File: src/d2i_pkg.sv
// Package for the double to integer saturating converter.
// Holds target type codes, stage structs and shared constants; no dependencies.
package d2i_pkg;

  typedef enum logic [2:0] {
    TYPE_I8  = 3'd0,
    TYPE_I16 = 3'd1,
    TYPE_I32 = 3'd2,
    TYPE_I64 = 3'd3,
    TYPE_U8  = 3'd4,
    TYPE_U16 = 3'd5,
    TYPE_U32 = 3'd6,
    TYPE_U64 = 3'd7
  } target_type_t;

  localparam logic [10:0] EXP_ALL_ONES = 11'h7FF;
  localparam logic [10:0] EXP_BIAS     = 11'd1023;

  // Stage 1 result: decoded fields.
  typedef struct packed {
    logic        neg;
    logic        nan;
    logic        big;
    logic        zero;
    logic        left;     // exponent at or above 52: left shift
    logic [5:0]  shamt;
    logic [52:0] mant;
    logic        last;
    logic [2:0]  ttype;
  } dec_t;

  // Stage 2 result: rounded magnitude.
  typedef struct packed {
    logic        neg;
    logic        nan;
    logic        big;
    logic [63:0] mag;
    logic        last;
    logic [2:0]  ttype;
  } mag_t;

endpackage

File: src/d2i_if.sv
// Valid/ready stream interface for the converter.
// Depends on nothing; payload widths are fixed by the field list.
interface d2i_in_if;
  logic        valid;
  logic        ready;
  logic [63:0] value_bits;
  logic        is_last;
  modport source (output valid, output value_bits, output is_last, input ready);
  modport sink (input valid, input value_bits, input is_last, output ready);
endinterface

interface d2i_out_if;
  logic        valid;
  logic        ready;
  logic [63:0] result_bits;
  logic        is_last_out;
  modport source (output valid, output result_bits, output is_last_out, input ready);
  modport sink (input valid, input result_bits, input is_last_out, output ready);
endinterface

File: src/d2i_sat.sv
// Saturation and sign application for one rounded magnitude.
// Depends on d2i_pkg.
module d2i_sat import d2i_pkg::*; (
  input  mag_t        m,
  output logic [63:0] res
);
  logic [63:0] umax;
  logic [63:0] smax;
  logic        is_signed;

  always_comb begin
    is_signed = ~m.ttype[2];
    case (m.ttype[1:0])
      2'd0:    begin umax = 64'hFF;               smax = 64'h7F; end
      2'd1:    begin umax = 64'hFFFF;             smax = 64'h7FFF; end
      2'd2:    begin umax = 64'hFFFF_FFFF;        smax = 64'h7FFF_FFFF; end
      default: begin umax = 64'hFFFF_FFFF_FFFF_FFFF; smax = 64'h7FFF_FFFF_FFFF_FFFF; end
    endcase
    if (m.nan) begin
      res = '0;
    end else if (!is_signed) begin
      if (m.neg) res = '0;
      else if (m.big || m.mag > umax) res = umax;
      else res = m.mag;
    end else if (!m.neg) begin
      res = (m.big || m.mag > smax) ? smax : m.mag;
    end else begin
      res = (m.big || m.mag > smax + 64'd1) ? ~smax : (64'd0 - m.mag);
    end
  end
endmodule

File: src/double_to_int_saturating_convert_core.sv
// Top level of the double to integer saturating converter.
// Depends on d2i_pkg, d2i_in_if, d2i_out_if and d2i_sat.
//
// Usage: requests arrive on in_ch (a raw binary64 pattern plus a last marker)
// and leave on out_ch as the integer of the type held in target_type, written
// through the APB port at address 0. Rounding is to nearest, ties away from
// zero; out-of-range values and infinities saturate, NaN gives zero.
//
// The datapath has three register stages: field decode, shift and round, and
// saturation. An accepted request passes through the decode, round and
// saturation registers, and out_ch.valid rises when the last of them loads.
// A new request may enter every cycle while the receiver does not stall, so
// the sustained rate is then one per cycle.
//
// Each stage carries a valid bit. A stage advances when it is empty or the
// stage after it advances, so when the receiver stalls the pipeline fills up
// and in_ch.ready falls only once every stage holds a request; nothing is
// lost or repeated. Reset clears all valid bits and sets target_type to int8.
// The type is sampled at entry, so it travels with each request.
module double_to_int_saturating_convert_core import d2i_pkg::*; (
  input  logic        clk,
  input  logic        rst,
  d2i_in_if.sink      in_ch,
  d2i_out_if.source   out_ch,
  input  logic        psel,
  input  logic        penable,
  input  logic        pwrite,
  input  logic [1:0]  paddr,
  input  logic [31:0] pwdata,
  output logic [31:0] prdata,
  output logic        pready
);

  logic [2:0] target_type;

  assign pready = 1'b1;
  assign prdata = (paddr == 2'd0) ? {29'd0, target_type} : 32'd0;

  always_ff @(posedge clk) begin
    if (rst) begin
      target_type <= TYPE_I8;
    end else if (psel && penable && pwrite && paddr == 2'd0) begin
      target_type <= pwdata[2:0];
    end
  end

  logic v1, v2, v3;
  logic adv1, adv2, adv3;
  dec_t        s1;
  mag_t        s2;
  logic [63:0] res3;
  logic        last3;

  // Each stage loads when it is empty or its content moves on.
  assign adv3 = !v3 || out_ch.ready;
  assign adv2 = !v2 || adv3;
  assign adv1 = !v1 || adv2;
  assign in_ch.ready = adv1;

  // Stage 1: decode exponent into a shift direction and amount.
  dec_t        d1;
  logic [10:0] bexp;
  logic [10:0] e;
  always_comb begin
    bexp     = in_ch.value_bits[62:52];
    e        = bexp - EXP_BIAS;
    d1       = '0;
    d1.neg   = in_ch.value_bits[63];
    d1.nan   = (bexp == EXP_ALL_ONES) && (in_ch.value_bits[51:0] != 52'd0);
    d1.mant  = {1'b1, in_ch.value_bits[51:0]};
    d1.last  = in_ch.is_last;
    d1.ttype = target_type;
    if (bexp == EXP_ALL_ONES) begin
      d1.big = 1'b1;
    end else if (bexp < 11'd1022) begin
      // Below one half, including zero and subnormals.
      d1.zero = 1'b1;
    end else if (bexp >= 11'd1087) begin
      d1.big = 1'b1;
    end else if (bexp >= 11'd1075) begin
      d1.left  = 1'b1;
      d1.shamt = e[5:0] - 6'd52;
    end else begin
      d1.shamt = 6'd52 - e[5:0];
    end
  end

  always_ff @(posedge clk) begin
    if (rst) v1 <= 1'b0;
    else if (adv1) v1 <= in_ch.valid;
  end
  always_ff @(posedge clk) begin
    if (adv1 && in_ch.valid) s1 <= d1;
  end

  // Stage 2: shift and round half away from zero.
  mag_t        m2;
  logic [64:0] rsh;
  always_comb begin
    rsh      = {12'd0, s1.mant} << 1 >> s1.shamt;
    m2.neg   = s1.neg;
    m2.nan   = s1.nan;
    m2.big   = s1.big;
    m2.last  = s1.last;
    m2.ttype = s1.ttype;
    if (s1.zero || s1.big) m2.mag = '0;
    else if (s1.left) m2.mag = {11'd0, s1.mant} << s1.shamt;
    else m2.mag = rsh[64:1] + {63'd0, rsh[0]};
  end

  always_ff @(posedge clk) begin
    if (rst) v2 <= 1'b0;
    else if (adv2) v2 <= v1;
  end
  always_ff @(posedge clk) begin
    if (adv2 && v1) s2 <= m2;
  end

  // Stage 3: saturate to the target range.
  logic [63:0] sat;
  d2i_sat u_sat (.m(s2), .res(sat));

  always_ff @(posedge clk) begin
    if (rst) v3 <= 1'b0;
    else if (adv3) v3 <= v2;
  end
  always_ff @(posedge clk) begin
    if (adv3 && v2) begin
      res3  <= sat;
      last3 <= s2.last;
    end
  end

  assign out_ch.valid       = v3;
  assign out_ch.result_bits = res3;
  assign out_ch.is_last_out = last3;

  // A full pipeline with a stalled receiver must refuse new requests.
  a_full_stall: assert property (@(posedge clk) disable iff (rst)
    (v1 && v2 && v3 && !out_ch.ready) |-> !in_ch.ready)
    else $error("input taken while pipeline full and stalled");

  // An accepted request reaches the output stage when the receiver does not
  // stall in between.
  a_latency: assert property (@(posedge clk) disable iff (rst)
    (in_ch.valid && in_ch.ready && out_ch.ready) ##1 out_ch.ready ##1 out_ch.ready
    |=> out_ch.valid)
    else $error("request lost in pipeline");

  // A stalled result holds its value.
  a_hold: assert property (@(posedge clk) disable iff (rst)
    (out_ch.valid && !out_ch.ready) |=> $stable(out_ch.result_bits))
    else $error("stalled result changed");

endmodule

File: src/flat_wrapper.sv
// flat-port wrapper written by rule: the top's interface ports become plain ports
module double_to_int_saturating_convert_core_flat import d2i_pkg::*;
  (clk, rst, psel, penable, pwrite, paddr, pwdata, prdata, pready, in_ch_valid, in_ch_value_bits, in_ch_is_last, in_ch_ready, out_ch_valid, out_ch_result_bits, out_ch_is_last_out, out_ch_ready);
  d2i_in_if in_ch_i ();
  d2i_out_if out_ch_i ();
  input  logic clk;
  input  logic rst;
  input  logic psel;
  input  logic penable;
  input  logic pwrite;
  input  logic [1:0] paddr;
  input  logic [31:0] pwdata;
  output logic [31:0] prdata;
  output logic pready;
  input wire logic [$bits(in_ch_i.valid)-1:0] in_ch_valid;
  input wire logic [$bits(in_ch_i.value_bits)-1:0] in_ch_value_bits;
  input wire logic [$bits(in_ch_i.is_last)-1:0] in_ch_is_last;
  output wire logic [$bits(in_ch_i.ready)-1:0] in_ch_ready;
  output wire logic [$bits(out_ch_i.valid)-1:0] out_ch_valid;
  output wire logic [$bits(out_ch_i.result_bits)-1:0] out_ch_result_bits;
  output wire logic [$bits(out_ch_i.is_last_out)-1:0] out_ch_is_last_out;
  input wire logic [$bits(out_ch_i.ready)-1:0] out_ch_ready;
  assign in_ch_i.valid = in_ch_valid;
  assign in_ch_i.value_bits = in_ch_value_bits;
  assign in_ch_i.is_last = in_ch_is_last;
  assign in_ch_ready = in_ch_i.ready;
  assign out_ch_valid = out_ch_i.valid;
  assign out_ch_result_bits = out_ch_i.result_bits;
  assign out_ch_is_last_out = out_ch_i.is_last_out;
  assign out_ch_i.ready = out_ch_ready;
  double_to_int_saturating_convert_core u_core (.clk(clk), .rst(rst), .in_ch(in_ch_i), .out_ch(out_ch_i), .psel(psel), .penable(penable), .pwrite(pwrite), .paddr(paddr), .pwdata(pwdata), .prdata(prdata), .pready(pready));
endmodule
File: config.mk
export PLATFORM = sky130hd
export DESIGN_NAME = double_to_int_saturating_convert_core_flat
export DESIGN_NICKNAME = d
export VERILOG_FILES = /design/src/d2i_pkg.sv /design/src/d2i_if.sv /design/src/d2i_sat.sv /design/src/double_to_int_saturating_convert_core.sv /design/src/flat_wrapper.sv
export SDC_FILE = /design/constraint.sdc
export NUM_CORES = 1
export LEC_CHECK = 0
export ABC_CLOCK_PERIOD_IN_PS = 7500
export BUFFER_PORTS_ARGS = -buffer_cell sky130_fd_sc_hd__buf_2
export CORE_MARGIN = 1.5
export CORE_UTILIZATION = 30
export DETAILED_ROUTE_END_ITERATION = 8
export SYNTH_ARGS = -nofsm -noshare
export SYNTH_HDL_FRONTEND = slang
export SYNTH_SLANG_ARGS = --single-unit
File: constraint.sdc
create_clock -name clk -period 7.5 [get_ports clk]
set_clock_uncertainty 0.05 [all_clocks]
set_input_delay 0.375 -clock clk [delete_from_list [all_inputs] [get_ports clk]]
set_output_delay 0.375 -clock clk [all_outputs]
set_load 0.005 [all_outputs]
# Word level (Yosys, flattened, before mapping)
# Cells that the tools add are included.
# word_totals
out_inout_bits	100
wordCells	75
in_bits	106
ff_bits	209
# classes
add_sub_neg	6
shift	2
reduce_logical	21
n_eq_ne	3
bitwise_logic	1
order_cmp	6
mux	15
# ops
operator	n
$mux 64	7
$gt 64x64->1	3
$pmux 64 s3	1
$pmux 63 s3	1
$shr 54x6->65	1
$add 64x1->64	1
$add 64x1->64 const B	1
$not 64->64	1
$shl 53x6->64	1
$sub 1x64->64 const A	1
$reduce_bool 52->1	1
$ge 11x11->1 const B	2
$sub 6x6->6 const B	2
$eq 11x11->1 const B	1
$lt 11x10->1 const B	1
$logic_and 1x1->1	7
$logic_or 1x1->1	7
$mux 6	1
$sub 6x6->6 const A	1
$logic_not 2->1	2
$mux 1	4
$logic_not 1->1	3
$mux 3	1
$reduce_or 3->1	1
other kinds (2)	2

# Longest topological paths before layout
# logic_depth
ltp_word	8
ltp_mapped	25

# Hierarchy
# A second synthesis with hierarchy kept.
# hier_totals
cells_unflattened	2427
hier_area_um2	21245.4
# modules_own_cells
module	cells_each	instances	area_per_inst_um2
double_to_int_saturating_convert_core	1650	1	16442.0
d2i_sat	777	1	4803.4

# Worst setup path after synthesis
# OpenSTA, ideal clock, no wires.
# synth_path
path_kind	flip-flop to flip-flop
start	register u_core.v3 (netlist: u_core.out_ch.valid)
end	register u_core.s2[0] (netlist name), enable pin
setup_ns	0.609
setup_slack_ns	1.184
required_time_ns	6.841
synth_period_minus_slack_ns	6.316
arrival_ns	5.658
path_stages_with_launch	3
cell_sequence	dfxtp_1 nor2b_1 a21boi_0
# synth_between
elab_chain_len	4
# synth_lines
element	line_no	rtl
start: declaration	double_to_int_saturating_convert_core.sv:47	logic v1, v2, v3;
start signal: assignment	double_to_int_saturating_convert_core.sv:125	else if (adv3) v3 <= v2;
$logic_not 1->1	double_to_int_saturating_convert_core.sv:55	assign adv3 = !v3 || out_ch.ready;
$logic_or 1x1->1	double_to_int_saturating_convert_core.sv:55	
$logic_or 1x1->1	double_to_int_saturating_convert_core.sv:56	assign adv2 = !v2 || adv3;
$logic_and 1x1->1	double_to_int_saturating_convert_core.sv:116	if (adv2 && v1) s2 <= m2;
end signal: assignment	double_to_int_saturating_convert_core.sv:116	
end: declaration	double_to_int_saturating_convert_core.sv:50	mag_t s2;
# Every way passes these cells.
# A chain may end at the register's enable or synchronous reset.

# Worst setup path after layout
# layout_path
start	register u_core.s2[1] (netlist name)
end	register u_core.res3[60] (netlist: u_core.out_ch.result_bits[60]), data pin
# layout_between
elab_chain_len	8
elab_cells_between_ends	19
cone_classes	add/sub: 1; order compare: 3; eq/ne: 2; mux: 8; bitwise: 1; reduce/logical: 4
# layout_lines
element	line_no	rtl
$eq 2x2->1, or another cell as far along	d2i_sat.sv:13	case (m.ttype[1:0])
$pmux 63 s3	d2i_sat.sv:13	
$add 64x1->64	d2i_sat.sv:28	res = (m.big || m.mag > smax + 64'd1) ? ~smax : (64'd0 - m.mag);
$gt 64x64->1	d2i_sat.sv:28	
$logic_or 1x1->1	d2i_sat.sv:28	
$mux 64	d2i_sat.sv:28	
$mux 64	d2i_sat.sv:25	end else if (!m.neg) begin
$mux 64 *	d2i_sat.sv:21	end else if (!is_signed) begin
end signal: assignment	double_to_int_saturating_convert_core.sv:129	res3 <= sat;
end: declaration	double_to_int_saturating_convert_core.sv:51	logic [63:0] res3;
# Every way passes the cells marked *; elsewhere a longest branch is shown, timed or not.

==> key figures <==
Timing
  • Unrepaired setup endpoints after global routing: false
  • Final Hold Fails: 0
  • Max-slew headroom: 0.168
  • Max-slew violation count: 0
  • Fmax: about 170 MHz
  • Setup WS post-layout: roughly 1400 ps
  • Final setup viols: 0
  • Final setup TNS: 0 ps
  • Slew at the pin closest to its max-slew limit: 1230 ps
  • Crit share post-route: 0.807
  • Worst Hold Slack: 18.8 ps
  • Final period demand of the worst path: about 6100 ps

Critical path
  • Critical path endpoint: u_core.out_ch.result_bits[60]
  • Critical Path Slowest Stage Cell: o211a_1
  • Setup crit end kind: flop
  • CP Buf/Inv Count: 2
  • CP Max Fanout: 32
  • Register-to-register setup slack: 1450 ps
  • Reg2Reg Depth: 13
  • Crit Path Class: flop to flop
  • Largest stage delay, worst path: a little under 700 ps
  • Worst R2R End: u_core.out_ch.result_bits[60]
  • CP cell instances: and2_1 -> inv_1 -> buf_4 -> ha_1 -> nand4_1 -> or4_1 -> nor4_1 -> nand2_1 -> nor3_1 -> o41a_1 -> o211a_1 -> o21ai_0 -> o32ai_1
  • CP delay by family, top: simple AND/OR/NAND/NOR gates
  • CP Depth: 13
  • Reg2reg start: u_core.s2[1]
  • WP data arrival: ~6400 ps
  • Required @ worst endpoint: around 8000 ps
  • Element type at the critical path start: flop
  • Crit. Startpoint: u_core.s2[1]

Clocking
  • Hold buffers post-CTS: a little under 60
  • Bufs on Longest Clock Path: 3
  • TritonCTS clock tree: yes
  • Skew-Pair Late Insertion Delay: about 580 ps
  • Cts repair resizes: 0
  • Sink Count: 209
  • Post-CTS setup buffers: 0
  • H-tree depth: 1
  • Inserted Clock Buffers: 23
  • CTS clk-pin slew, worst paths: 70 ps
  • Clock Tree Root: clkbuf_16

Yosys
  • Top cells by count, synth: nand2_1 (233), nor2_1 (233), edfxtp_1 (203), a21oi_1 (158), mux2i_1 (134)
  • Netlist cell types: 110
  • Top post-synthesis cells by area: edfxtp_1 (27%), mux4_2 (8.2%), mux2i_1 (6.0%)
  • Sequential fraction of the synthesis area: 0.276
  • Syn Std Cell Area: 22500 um2
  • Top-area cell type share of the netlist area: 0.271
  • Number of synthesized register bits: between 200 and 250
  • Cells after synthesis: 2519
  • Ys flop type: edfxtp_1
  • Ys Warns: 0
  • Post-synth EDFFs: about 200
  • Ys async rst share: 0
  • Synth area leader: edfxtp_1
  • Mapped Avg Cell Area: 8.93 um2

Pwr
  • Switching Fraction: 0.398
  • Cell-internal power: approximately 2.6 mW
  • Pleak: 8.84 nW
  • Comb pwr share: 0.387
  • Seq pwr share: 0.351
  • IR drop worst, VDD: about 0.19 mV
  • Cell area power density: around 170 nW/um2
  • Net load switching power: about 1.7 mW
  • Clk network pwr share: 0.262

Finish
  • Area of the multi-input gates: 15000 um2
  • Nets@finish: 2770
  • Share of layout cells above drive strength 1: 0.175
  • Area Overhead vs Synth: 11.6%
  • Ant diodes: 0
  • Fillers: 7753
  • Register area: ~6200 um2

Floorplan
  • Row Count: 100
  • I/O pin cnt: between 200 and 250
  • Initial Util: 0.303
  • Die ar.: roughly 77000 um2
  • Core area: approximately 74000 um2
  • Width of the die: between 200 and 300 um
  • Die height: approximately 280 um

Placed design
  • PortBufs: 146
  • DP HPWL: around 65000 um
  • Routability cong.: ~1
  • Post-place setup slack: approximately 1600 ps

Outcome
  • Run status: finished, final reports clean

Global route
  • Total GRT Usage: 0.217
  • Global-route wire length before repair: between 100000 and 150000 um
  • Vias in the first global route: about 20000
  • Initial antenna violation count: 1
  • Pin count of the biggest net entering global routing: 87
  • Grt ovf: 0

Drt
  • DRC violations left: 0
  • Pre-Repair DR Iteration Count: 9
  • 1st-iter DRT viols: roughly 3200
  • DR vias: between 20000 and 25000
  • Post-route ant nets: 0
  • Routed WL per cell: 24.3 um
  • Final WL: 87100 um
  • Vias per inst: 6.20

Job
  • Max Cap Viol: 0

Min path
  • Hold Path Depth: 1
  • Min-Delay Path Class: input port to flop
[worst min-delay path by stage]
| stage | from | endpoint | slack (ps) |
|---|---|---|---|
| 6_report | in_ch_value_bits[8] | u_core.s1[12] | 20 |
| 5_1_grt | in_ch_value_bits[8] | u_core.s1[12] | 10 |
| 4_1_cts | in_ch_valid | u_core.v1 | 20 |
| 3_5_place_dp | u_core.m2[69] | u_core.s2[69] | 350 |
| 3_3_place_gp | u_core.s2[3] | u_core.out_ch.is_last_out | 350 |
| 2_1_floorplan | u_core.s2[3] | u_core.out_ch.is_last_out | 350 |
[cell type report]
cell class,instances,share of cell area
clock buffer,24,0.0231
clock inverter,18,0.00638
inverter,48,0.00723
multi-input combinational,2061,0.598
sequential,209,0.248
tap,969,0.0483
timing repair buffer,257,0.0696
[routing by layer]
layer / global-route usage / share of wire / up-vias / routed length, um
met2: 0.332 / 0.43 / 1456 / 37800
met4: 0.0885 / 0.047 / 2 / 4060
met3: 0.0340 / 0.10 / 227 / 9060
met5: 0 / 0.00014 / - / 12
li1: - / - / 9896 / -
met1: 0.303 / 0.42 / 10600 / 36200
[layout by cell type (no fill, tap or decap), types with 15 or more instances in the layout]
| cell | synthesis | routed |
|---|---|---|
| nor2_1 | 233 | 233 |
| nand2_1 | 233 | 233 |
| edfxtp_1 | 203 | 203 |
| a21oi_1 | 158 | 157 |
| buf_2 | 33 | 146 |
| mux2i_1 | 134 | 134 |
| o21ai_0 | 111 | 110 |
| mux4_2 | 82 | 82 |
| nand3_1 | 77 | 77 |
| mux2_2 | 72 | 72 |
| nor3_1 | 67 | 66 |
| o22ai_1 | 64 | 64 |
| ha_1 | 64 | 64 |
| dlygate4sd3_1 | 0 | 58 |
| buf_4 | 38 | 50 |
| nand4_1 | 49 | 49 |
| o211ai_1 | 48 | 48 |
| inv_1 | 44 | 43 |
| nor4_1 | 43 | 42 |
| a211oi_1 | 32 | 32 |
| and2_1 | 32 | 32 |
| conb_1 | 2 | 32 |
| nand2b_1 | 31 | 31 |
| xnor2_1 | 31 | 31 |
| a21o_1 | 30 | 30 |
| or3_1 | 29 | 29 |
| or2_2 | 24 | 24 |
| a31oi_1 | 25 | 24 |
| clkbuf_16 | 0 | 23 |
| xor2_1 | 22 | 22 |
| or4_1 | 22 | 22 |
| o32ai_1 | 20 | 20 |
| nor2b_1 | 17 | 16 |
| a211o_1 | 16 | 16 |
| and3_1 | 15 | 15 |
[cell families (layout without fill, tap and decap cells)]
family | Yosys count | in the layout | synth area share
muxes | 298 | 298 | 0.189
other | 2 | 32 | 0.000334
and+or+nand+nor | 933 | 933 | 0.208
DFF | 209 | 209 | 0.276
buffers and inverters | 279 | 347 | 0.0644
adders and majority gates | 64 | 64 | 0.0356
AOI/OAI and AO/OA | 681 | 681 | 0.206
xor gates and xnor gates | 53 | 53 | 0.0206
[flip-flops by register name (all words and copies together) (netlist names)]
signal,cells
u_core.m2,7
u_core.out_ch.is_last_out,1
u_core.out_ch.result_bits,64
u_core.out_ch.valid,1
u_core.s1,60
u_core.s2,71
u_core.target_type,3
u_core.v1,1
u_core.v2,1
[worst reg2reg max path: stages (launching register included)]
cell	delay, ps
edfxtp_1	620
and2_1	490
inv_1	240
buf_4	310
ha_1	350
nand4_1	120
or4_1	550
nor4_1	590
nand2_1	240
nor3_1	540
o41a_1	230
o211a_1	690
o21ai_0	480
o32ai_1	370
[power groups by stage]
stage,Sequential [mW],Clock (mW),Combinational [mW]
6_report,1.51,1.13,1.66
5_1_grt,1.52,1.19,1.75
4_1_cts,1.50,1.15,1.60
3_5_place_dp,1.53,0,1.57
3_3_place_gp,1.53,0,1.56
2_1_floorplan,1.45,0,1.13
[through the flow]
step | power [mW] | util | instances | area, um2
global placement | 3.09 | 0.320 | 3486 | 23800
finish | 4.30 | 0.338 | 3586 | 25100
global route | 4.45 | 0.338 | 3586 | 25100
CTS | 4.25 | 0.338 | 3586 | 25100
floorplan | 2.58 | - | 2549 | 22600
detailed placement | 3.09 | 0.320 | 3486 | 23800
No activity file was read; power rests on OpenSTA's default activity.
